--- config.mk ---
export PLATFORM = sky130hd
export DESIGN_NAME = chte_hash
export DESIGN_NICKNAME = d
export VERILOG_FILES = /design/src/hdl/chte_pkg.sv /design/src/hdl/chte_hash.sv
export SDC_FILE = /design/constraint.sdc
export NUM_CORES = 1
export LEC_CHECK = 0
export ABC_CLOCK_PERIOD_IN_PS = 13830
export CAP_MARGIN = 15
export CORE_AREA = 2 2 214 195
export CTS_CLUSTER_SIZE = 14
export DETAILED_ROUTE_END_ITERATION = 8
export DIE_AREA = 0 0 216 197
export DONT_BUFFER_PORTS = 1
export SYNTH_ARGS = -nofsm -noshare
export SYNTH_HDL_FRONTEND = slang
export SYNTH_SLANG_ARGS = --single-unit
--- constraint.sdc ---
create_clock -name clk -period 13.83 [get_ports clk]
set_input_delay 2.0745 -clock clk [delete_from_list [all_inputs] [get_ports clk]]
set_output_delay 2.0745 -clock clk [all_outputs]
set_load 0.02 [all_outputs]
--- src/hdl/chte_pkg.sv ---
// ---------------------------------------------------------------------------
// chte_pkg: shared types and constants of the chained hash table engine
// request kinds, status codes, state encodings and the fnv-1a step
// ---------------------------------------------------------------------------
`timescale 1ns / 1ps
`default_nettype none

package chte_pkg;

  localparam int DEF_CAPACITY   = 32;
  localparam int DEF_BUCKETS    = 97;
  localparam int DEF_KEY_BYTES  = 8;
  localparam int DEF_VALUE_BITS = 32;

  localparam int KEY_W    = 64;
  localparam int VALUE_W  = 32;
  localparam int STATUS_W = 2;
  localparam int KIND_W   = 2;
  localparam int ECOUNT_W = 6;
  localparam int IN_DATA_W  = 96;
  localparam int OUT_DATA_W = 40;

  localparam logic [63:0] FNV_OFFSET = 64'hcbf29ce484222325;
  // prime is 2^40 + 2^8 + 0xb3
  localparam logic [7:0]  FNV_PRIME_LOW = 8'hb3;

  typedef enum logic [KIND_W-1:0] {
    KIND_FIND   = 2'd0,
    KIND_INSERT = 2'd1,
    KIND_REMOVE = 2'd2,
    KIND_CLEAR  = 2'd3
  } kind_t;

  typedef enum logic [STATUS_W-1:0] {
    STATUS_OK     = 2'd0,
    STATUS_ABSENT = 2'd1,
    STATUS_FULL   = 2'd2,
    STATUS_RSVD   = 2'd3
  } status_t;

  typedef enum logic [3:0] {
    ST_IDLE,
    ST_HASH,
    ST_HEAD,
    ST_WALK,
    ST_MISS,
    ST_INS_LINK,
    ST_RM_LAST,
    ST_RM_MOVE,
    ST_RM_HEAD,
    ST_RM_WALK,
    ST_RESP
  } state_t;

  typedef enum logic [1:0] {
    PH_IDLE,
    PH_FNV,
    PH_MOD
  } hash_phase_t;

  // one fnv-1a round, multiply by the prime done as shifts plus an 8-bit product
  function automatic logic [63:0] fnv_step(input logic [63:0] h, input logic [7:0] b);
    logic [63:0] x;
    begin
      x = h ^ {56'd0, b};
      fnv_step = (x << 40) + (x << 8) + (x * {56'd0, FNV_PRIME_LOW});
    end
  endfunction

endpackage

`default_nettype wire

--- src/hdl/chte_hash.sv ---
// ---------------------------------------------------------------------------
// chte_hash: fnv-1a 64-bit hash of a key reduced modulo the bucket count
// one key byte per cycle, then eight hash bits per cycle of the reduction
// ---------------------------------------------------------------------------
`timescale 1ns / 1ps
`default_nettype none

module chte_hash #(
  parameter int BUCKETS   = chte_pkg::DEF_BUCKETS,
  parameter int KEY_BYTES = chte_pkg::DEF_KEY_BYTES,
  parameter int BW        = $clog2(BUCKETS)
) (
  input  wire logic                       clk,
  input  wire logic                       rst,
  input  wire logic                       start,
  input  wire logic [chte_pkg::KEY_W-1:0] key,
  output logic                            done,
  output logic [BW-1:0]                   bucket
);
  import chte_pkg::*;

  hash_phase_t phase;
  logic [63:0] h;
  logic [63:0] kbuf;
  logic [2:0]  cnt;
  logic [BW-1:0] rem;
  logic [BW-1:0] rem_next;

  // restoring reduction over the top eight hash bits
  always_comb begin
    logic [BW:0] t;
    t = {1'b0, rem};
    for (int i = 0; i < 8; i++) begin
      t = {t[BW-1:0], h[63-i]};
      if (t >= (BW+1)'(BUCKETS)) begin
        t = t - (BW+1)'(BUCKETS);
      end
    end
    rem_next = t[BW-1:0];
  end

  always_ff @(posedge clk) begin
    if (rst) begin
      phase <= PH_IDLE;
      done  <= 1'b0;
      cnt   <= '0;
    end else begin
      done <= 1'b0;
      unique case (phase)
        PH_IDLE: begin
          if (start) begin
            phase <= PH_FNV;
            cnt   <= '0;
          end
        end
        PH_FNV: begin
          cnt <= cnt + 3'd1;
          if (cnt == 3'(KEY_BYTES - 1)) begin
            phase <= PH_MOD;
            cnt   <= '0;
          end
        end
        PH_MOD: begin
          cnt <= cnt + 3'd1;
          if (cnt == 3'd7) begin
            phase <= PH_IDLE;
            done  <= 1'b1;
          end
        end
        default: phase <= PH_IDLE;
      endcase
    end
  end

  always_ff @(posedge clk) begin
    unique case (phase)
      PH_IDLE: begin
        h    <= FNV_OFFSET;
        kbuf <= key;
        rem  <= '0;
      end
      PH_FNV: begin
        h    <= fnv_step(h, kbuf[7:0]);
        kbuf <= kbuf >> 8;
      end
      PH_MOD: begin
        rem <= rem_next;
        h   <= h << 8;
      end
      default: h <= h;
    endcase
  end

  assign bucket = rem;

endmodule

`default_nettype wire

# After elaboration in Yosys (flattened, before gate mapping)
# Index checks and enable logic that the tools add are counted.
# totals
regBits,141
input_bits,67
wordCells,60
out_inout_bits,8
# classes
n_reduce_logical,7
magnitude_cmp,8
n_bitwise,2
eq_ne,6
add_sub_neg,11
mux,19
multipliers,1
# ops
op,count
$pmux W64 S3,1
$add A64 B64 Y64,2
$pmux W64 S2,1
$ge A8 B7 Y1 const B,8
$mul A64 B8 Y64 const B,1
$xor A64 B8 Y64,1
$mux W7,8
$sub A7 B7 Y7 const B,8
$pmux W7 S2,1
$pmux W3 S3,1
$mux W2,3
$mux W3,2
$ne A2 B2 Y1 const B,3
$pmux W2 S3,1
$reduce_bool A2 Y1,2
$add A3 B1 Y3 const B,1
$eq A3 B3 Y1 const B,1
$reduce_and A3 Y1,1
$reduce_bool A3 Y1,1
$eq A2 B1 Y1 const B,1
$eq A2 B2 Y1 const B,1
$logic_not A2 Y1,1
$reduce_and A2 Y1,1
$reduce_or A2 Y1,1
2 further kinds,2

# Depth between registers and ports, before layout
# Gate-level depths: netlist of run 1.
# depth
ltp_word,17
depth_mapped,53
ltp_nobuf,49

# Least setup slack after synthesis of run 1
# OpenSTA, ideal clock, no wires.
# synth_timing
path_kind,reg-to-reg
startpoint,register rem[0] (netlist: bucket[0])
endpoint,register rem[1] (netlist: bucket[1]) (data pin)
path_slack_ns,2.983
required_ns,13.691
t_arrival_ns,10.708
stages_incl_launch_ff,51
setup_time_ns,0.139
n_path_buf,3
path_cell_list,edfxtp_1 -> inv_1 -> ha_1 -> nor3b_4 -> a221o_1 -> nor2_1 -> ha_1 -> inv_1 -> nor4_4 -> nand4_2 -> nand2_1 -> xnor2_1 -> ha_1 -> or2_1 -> buf_2 -> o21a_1 -> buf_6 -> xnor2_1 -> [15 not listed] -> xnor2_1 -> ha_1 -> inv_1 -> a211o_1 -> a211oi_2 -> nor2_1 -> xnor2_1 -> ha_1 -> o21ai_0 -> a2111oi_2 -> a21oi_2 -> a31oi_4 -> xnor2_1 -> ha_1 -> nand2_2 -> o41ai_4 -> mux2_1 -> nor2_1
# synth_between
elab_chain_cells,17
elab_cells_between_ends,25
# synth_rtl
item,line,source
from (decl),chte_hash.sv:26,logic [BW-1:0] rem;
from (signal assigned),chte_hash.sv:87,rem <= rem_next;
$sub A7 B7 Y7 / $ge A8 B7 Y1 (equally long branches),"chte_hash.sv:36, chte_hash.sv:35",
$mux W7 (*),chte_hash.sv:35,if (t >= (BW+1)'(BUCKETS)) begin
$sub A7 B7 Y7 / $ge A8 B7 Y1 (equally long branches),"chte_hash.sv:36, chte_hash.sv:35",
$mux W7 (*),chte_hash.sv:35,
$sub A7 B7 Y7 / $ge A8 B7 Y1 (equally long branches),"chte_hash.sv:36, chte_hash.sv:35",
$mux W7 (*),chte_hash.sv:35,
$sub A7 B7 Y7 / $ge A8 B7 Y1 (equally long branches),"chte_hash.sv:36, chte_hash.sv:35",
$mux W7 (*),chte_hash.sv:35,
$sub A7 B7 Y7 / $ge A8 B7 Y1 (equally long branches),"chte_hash.sv:36, chte_hash.sv:35",
$mux W7 (*),chte_hash.sv:35,
$sub A7 B7 Y7 / $ge A8 B7 Y1 (equally long branches),"chte_hash.sv:36, chte_hash.sv:35",
$mux W7 (*),chte_hash.sv:35,
$ge A8 B7 Y1 / $sub A7 B7 Y7 (equally long branches),"chte_hash.sv:35, chte_hash.sv:36",
$mux W7 (*),chte_hash.sv:35,
$sub A7 B7 Y7 / $ge A8 B7 Y1 (equally long branches),"chte_hash.sv:36, chte_hash.sv:35",
$mux W7 (*),chte_hash.sv:35,
$pmux W7 S2 (*),chte_hash.sv:76,unique case (phase)
# Every way passes the cells marked *; elsewhere a longest branch is shown, timed or not.
# A chain may end at the register's enable or synchronous reset.

# Worst setup path after layout of run 1
# Ends and elaborated chain as after synthesis.

==> results.txt, run 1 <==
----------------------------------------------------
[Routing]
  Pre-Repair DR Iteration Count ... 5
  DRC errors left ... 0
  Violation count after the first detailed-route iteration ... 953
  Count of antenna-violating nets left after detailed routing ... 0
  Via density per instance ... 5.62
  Total via count after detailed routing ... 13,949
  Routed Wire Length ... 48,400 µm
  Final routed wire length divided by cell count ... 19.5 µm

[Clock tree]
  Post-CTS Hold Fix Bufs ... 0
  Clock-pin slew of the registers on the worst-case setup and hold paths ... 0.07 ns
  H-tree lvl count ... 4
  Root cell of the clock tree ... sky130_fd_sc_hd__clkbuf_16
  CTS sink cnt ... 141
  Insertion delay of the later-clocked pin in the worst-skew pair ... 0.44 ns
  Maximum count of clock buffers along a single path ... 2
  Clock tree from TritonCTS ... done
  Number of buffers created by CTS ... 17

[Timing]
  Final period util ... 92.5%
  Highest achievable clock rate ... 0.0781 GHz
  Slew at the pin with the worst max-slew slack ... 1.05 ns
  Final number of hold-violating endpoints ... 0
  Post-route minimum period ... 12.80 ns
  Post-Route Skew ... 0.0141 ns
  Final setup violation count ... 0
  Final Max Slew Viols ... 0
  Max_slew headroom ... 29.9%
  Final sum of negative setup slack ... 0 ns

[Synth]
  Xor and xnor fraction of the mapped netlist area ... 4.03%
  Synth Area in Adders ... 40.2%
  Number of synthesized register bits ... 141
  Flip-flop cell with the highest count after synthesis ... sky130_fd_sc_hd__edfxtp_1
  Mapped Area ... 20,000 µm²
  Netlist cell types ... 100
  Asr flop ratio synth ... 0%
  Synth Area per Inst ... 10.3 µm²
  Sequential cell area fraction in the yosys report ... 20.9%
  Post-synth top area cell ... sky130_fd_sc_hd__fa_1
  Cell count after synthesis ... 1,941
  Post-synth EDFFs ... 135
  Fraction of synthesized cell area taken by the top area cell type ... 24.9%
  Nets in the synthesized netlist ... 2,502
  Post-synthesis mux area share ... 4.33%
  Count of yosys warnings during synthesis ... 0
  Share of synthesized cell area in and, or, nand and nor gates ... 8.39%
  Largest cells by area after synthesis ... sky130_fd_sc_hd__fa_1, sky130_fd_sc_hd__edfxtp_1, sky130_fd_sc_hd__ha_1, sky130_fd_sc_hd__inv_1, sky130_fd_sc_hd__mux2_2
  Largest family of logic cells by synthesized area ... adder cells
  Post-synthesis compound-gate area fraction ... 13.8%

[Layout]
  Share of layout cells above drive strength 1 ... 7.88%
  Leading cell types in the layout, fill and taps excluded ... sky130_fd_sc_hd__inv_1, sky130_fd_sc_hd__fa_1, sky130_fd_sc_hd__ha_1
  Number of fillers in the final layout ... 3,629
  Area overhead of the layout relative to synthesis ... 6.07%
  Most frequent standard cell in the layout excluding fill and tap cells ... sky130_fd_sc_hd__inv_1
  Diode count ... 0
  Number of nets in the layout ... 2,490

[Placed design]
  Final GP Congestion ... 0.876
  Count of input and output buffers ... 0
  Detailed-placement wirelength estimate ... 38,800 µm

[Worst setup path]
  Origin of the worst setup path ... bucket[0]
  Startpoint kind of the worst setup timing path ... flop
  Setup CP Type ... reg2reg
  Required time worst endpoint ... 14.11 ns
  Worst path slowest cell ... sky130_fd_sc_hd__edfxtp_1
  Reg-to-reg critical path startpoint ... bucket[0]
  Worst Path Max Fanout ... 10
  Cell repeated most along the worst path ... sky130_fd_sc_hd__ha_1
  Worst setup EP type ... flop
  WP data arrival ... 13.08 ns
  Slowest Stage Delay on Critical Path ... 0.54 ns

[GRT]
  Global Route Usage Sum ... 23.7%
  Largest net degree at the start of global routing ... 79
  Number of antenna violations at the first check in global routing ... 3
  First-pass GRT wire length ... 78,900 µm
  Vias in the first global route ... 14,732
  Total congestion overflow ... 0

[Floorplanning]
  Die span in x ... 216 µm
  Starting Density ... 49.7%
  Core box area ... 40,300 µm²
  Core Rows ... 70
  Die ar. ... 42,600 µm²
  Floorplan die height ... 197 µm
  Top Ports ... 75

[Job]
  Number of max-cap violations ... 0

[Hold path]
  Beginning of the worst hold path ... cnt[2]
  Type of the most critical hold path ... reg2reg

[Status]
  Outcome ... complete, no violations

----------------------------------------------------
state kept, by name, indices dropped and copies added, names as in the netlist:
name and count:
bucket 7, phase 2, kbuf 64, cnt 3, done 1, h 64
path summary, 6_finish.rpt:
| check | endpoint | slack [ns] | cells after the start |
|---|---|---|---|
| worst max-delay path | bucket[1] | 1.03 | 48 |
| worst min-delay path | cnt[2] | 0.50 | 2 |
| worst max register to register | bucket[1] | 1.03 | 48 |
| worst min register to register | cnt[2] | 0.50 | 2 |
area by class of cell:
cell class / count / area [µm²] / area share [%]
Inverter: 401 / 1510 / 7.09
Tap cell: 540 / 676 / 3.18
Clock inverter: 15 / 189 / 0.890
Clock buffer: 17 / 425 / 2.00
Timing Repair Buffer: 8 / 60.1 / 0.283
Sequential cell: 141 / 4170 / 19.7
Multi-Input combinational cell: 1360 / 14200 / 66.9
cell usage after synthesis (all sizes together), types with 14 or more instances:
library cell / n
nand2: 68
xor2: 32
inv: 400
ha: 245
a21oi: 70
mux2: 64
nand2b: 16
nor3: 24
a21o: 36
a22oi: 28
xnor2: 60
a221o: 20
o21ai: 63
fa: 249
nor2: 93
edfxtp: 135
clkbuf: 29
nor2b: 22
and3: 14
nand3: 28
per-layer routing:
layer  share of wire, %  vias up  global-route usage (%)
met5              0.091        -                       0
met4                1.4        6                    5.02
met3                4.7       52                    4.04
met2                 47      289                    38.7
met1                 47     6986                    33.4
li1                   -     6616                       -
metrics by stage:
stage | worst slack, ns | hold WS, ns | cell area (µm²) | cells | utilization [%]
6_report | 1.03 | 0.504 | 21200 | 2482 | 52.7
5_1_grt | -0.00912 | 0.560 | 21200 | 2482 | 52.7
4_1_cts | 0.832 | 0.509 | 21200 | 2481 | 52.6
3_5_place_dp | 0.893 | 0.491 | 20600 | 2449 | 51.1
3_3_place_gp | 1.35 | 0.481 | 20600 | 2449 | 51.1
2_1_floorplan | 2.98 | 0.463 | 20000 | 1941 | -
worst max-delay path: cells and delay by family, from the launching register on:
kind	cells	cell delay, ns
XOR/XNOR	6	1.67
buffers and inverters	5	0.66
AO/OA/AOI/OAI	13	3.74
adder cells (fa/ha/maj)	8	2.17
multiplexers	2	0.47
AND/OR/NAND/NOR	14	3.36
flip-flops	1	0.54
logic make-up after synthesis:
logic type / Yosys count
buffers and inverters: 440
adders and majority gates: 494
DFF: 141
AOI/OAI and AO/OA: 368
muxes: 77
xor gates and xnor gates: 92
and+or+nand+nor: 329
repair_timing:
item | CTS | global route
setup buffers | 0 | 1
endpoints found under the setup margin | 0 | 7
resized for setup | 0 | 3
Power of run 1 is left out: the tool's default activity adds up to more than one toggle a clock period on the data nets, which glitch-free logic cannot reach.
==> inputs of run 2 (changes only) <==
--- a/config.mk
+++ b/config.mk
@@ -6,7 +6,6 @@
 export NUM_CORES = 1
 export LEC_CHECK = 0
 export ABC_CLOCK_PERIOD_IN_PS = 13830
-export CAP_MARGIN = 15
 export CORE_AREA = 2 2 214 195
 export CTS_CLUSTER_SIZE = 14
 export DETAILED_ROUTE_END_ITERATION = 8
==> constraint.sdc (replaced) <==
create_clock -name clk -period 13.83 [get_ports clk]
set_input_delay 2.0745 -clock clk [delete_from_list [all_inputs] [get_ports clk]]
set_output_delay 2.0745 -clock clk [all_outputs]
set_load 0.01 [all_outputs]
==> run 2 against run 1 <==
Compared with the run above: non-clock buffer count rose by 2; utilization rose by 0.084 points; die area did not move; critical path depth did not move; register-to-register slack got worse by 0.14 ns; clock skew rose by 0.0052 ns; setup slack got worse by 0.14 ns; flip-flop and latch count did not move; count of clock-buffer cells in the layout did not move; critical path type unchanged; highest routed layer unchanged.
==> results.txt, run 2 (synthesis gave the netlist of run 1 again) <==
----------------------------------------------------
[Routing]
  Routed Wire Length ... 50,500 µm
  Violation count after the first detailed-route iteration ... 974
  Total via count after detailed routing ... 14,042
  Final routed wire length divided by cell count ... 20.3 µm
  Count of antenna-violating nets left after detailed routing ... 0
  DRC errors left ... 0
  Pre-Repair DR Iteration Count ... 5
  Via density per instance ... 5.65

[Timing]
  Final number of hold-violating endpoints ... 0
  Hold Slack ... 0.505 ns
  Unrepaired setup endpoints after global routing ... false
  Max_slew headroom ... 32.0%
  Highest achievable clock rate ... 0.0773 GHz
  Final Max Slew Viols ... 0
  Slew at the pin with the worst max-slew slack ... 1.02 ns
  Post-Route Skew ... 0.0193 ns
  Final period util ... 93.5%
  Post-route minimum period ... 12.93 ns
  Final sum of negative setup slack ... 0 ns
  Final setup violation count ... 0

[Floorplanning]
  Starting Density ... 49.7%
  Die span in x ... 216 µm
  Floorplan die height ... 197 µm
  Core box area ... 40,300 µm²
  Top Ports ... 75
  Die ar. ... 42,600 µm²
  Core Rows ... 70

[Worst setup path]
  Cell repeated most along the worst path ... sky130_fd_sc_hd__ha_1
  Worst setup EP type ... flop
  Startpoint kind of the worst setup timing path ... flop
  WP data arrival ... 13.22 ns
  Worst path slowest cell ... sky130_fd_sc_hd__edfxtp_1
  Slowest Stage Delay on Critical Path ... 0.55 ns
  Worst Path Max Fanout ... 12
  Required time worst endpoint ... 14.12 ns
  Buf/Inv on CP ... 5
  Top cell family by delay on the critical path ... compound AO/OA/AOI/OAI gates
  Setup CP Type ... reg2reg

[Placed design]
  Final GP Congestion ... 0.890
  Detailed-placement wirelength estimate ... 40,100 µm
  Instance area at placement ... 20,600 µm²
  Total instance count after detailed placement ... 2,450
  Count of input and output buffers ... 0

[Clock tree]
  Insertion delay of the later-clocked pin in the worst-skew pair ... 0.44 ns
  Clock tree from TritonCTS ... done
  Root cell of the clock tree ... sky130_fd_sc_hd__clkbuf_16
  Clock-pin slew of the registers on the worst-case setup and hold paths ... 0.09 ns
  Maximum count of clock buffers along a single path ... 2
  Number of buffers created by CTS ... 17
  H-tree lvl count ... 4
  CTS sink cnt ... 141

[GRT]
  Largest net degree at the start of global routing ... 76
  Number of antenna violations at the first check in global routing ... 2
  Global Route Usage Sum ... 24.6%
  Total congestion overflow ... 0
  First-pass GRT wire length ... 81,700 µm
  Vias in the first global route ... 14,898

[Job]
  Number of max-cap violations ... 0

[Layout]
  Design area ... 21,300 µm²
  Leading cell types in the layout, fill and taps excluded ... sky130_fd_sc_hd__inv_1, sky130_fd_sc_hd__fa_1, sky130_fd_sc_hd__ha_1
  Area of the multi-input gates ... 14,200 µm²
  Number of nets in the layout ... 2,492
  Most frequent standard cell in the layout excluding fill and tap cells ... sky130_fd_sc_hd__inv_1
  Area overhead of the layout relative to synthesis ... 6.23%
  Share of layout cells above drive strength 1 ... 8.02%
  Non-filler cells in the finished layout ... 2,485
  Area taken by flip-flops and latches ... 4170 µm²
  Number of fillers in the final layout ... 3,662

[Hold path]
  Type of the most critical hold path ... reg2reg

[Status]
  Outcome ... complete, no violations

----------------------------------------------------
## run 2: changes by cell type in the layout (fill, tap and decap cells not counted)
| cell | before | now |
|---|---|---|
| sky130_fd_sc_hd__xnor2_1 | 59 | 58 |
| sky130_fd_sc_hd__bufinv_16 | 0 | 1 |
| sky130_fd_sc_hd__buf_4 | 8 | 10 |
| sky130_fd_sc_hd__diode_2 | 0 | 1 |
| sky130_fd_sc_hd__inv_6 | 2 | 4 |
| sky130_fd_sc_hd__clkinv_8 | 6 | 5 |
| sky130_fd_sc_hd__xnor2_2 | 1 | 2 |
| sky130_fd_sc_hd__inv_8 | 5 | 3 |
## run 2: final cells by class
class	instances	share of cell area (%)
Antenna cell	1	0.0118
Clock buffer	17	2.00
Clock inverter	15	0.930
Inverter	401	7.08
Multi-Input combinational cell	1360	66.8
Sequential cell	141	19.6
Tap cell	540	3.18
Timing Repair Buffer	10	0.353
## run 2: worst paths after layout
kind,cells after the start,from,end,slack [ns]
worst max-delay path,48,h[63],bucket[1],0.90
worst min-delay path,2,cnt[2],cnt[2],0.50
worst max register to register,48,h[63],bucket[1],0.90
worst min register to register,2,cnt[2],cnt[2],0.50
## run 2: per-stage QoR
stage / setup WS, ns / util, %
5_1_grt: 0.0597 / 52.8
3_5_place_dp: 0.684 / 51.1
3_3_place_gp: 0.983 / 51.1
6_report: 0.896 / 52.8
2_1_floorplan: 3.07 / -
4_1_cts: 0.607 / 52.6
## run 2: metal layers
layer,global-route usage (%),wire length (µm)
met2,40.1,23700
met4,5.07,626
met1,35.3,23900
met5,0,13
met3,3.44,2220
## run 2: repair_timing
item,in CTS,in global routing
gates resized for setup,0,4
buffers inserted,0,2
endpoints found under the setup margin,0,7
hold buffers,0,0
## run 2: worst register-to-register path: cells and delay by family, from the launching register on
kind / cells / cell delay [ns]
AO/OA/AOI/OAI: 14 / 4.01
XOR/XNOR: 6 / 1.67
adder cells (fa/ha/maj): 8 / 2.24
buffers and inverters: 5 / 0.63
flip-flops: 1 / 0.55
multiplexers: 2 / 0.49
AND/OR/NAND/NOR: 13 / 3.23
Power of run 2 is left out for the same reason.
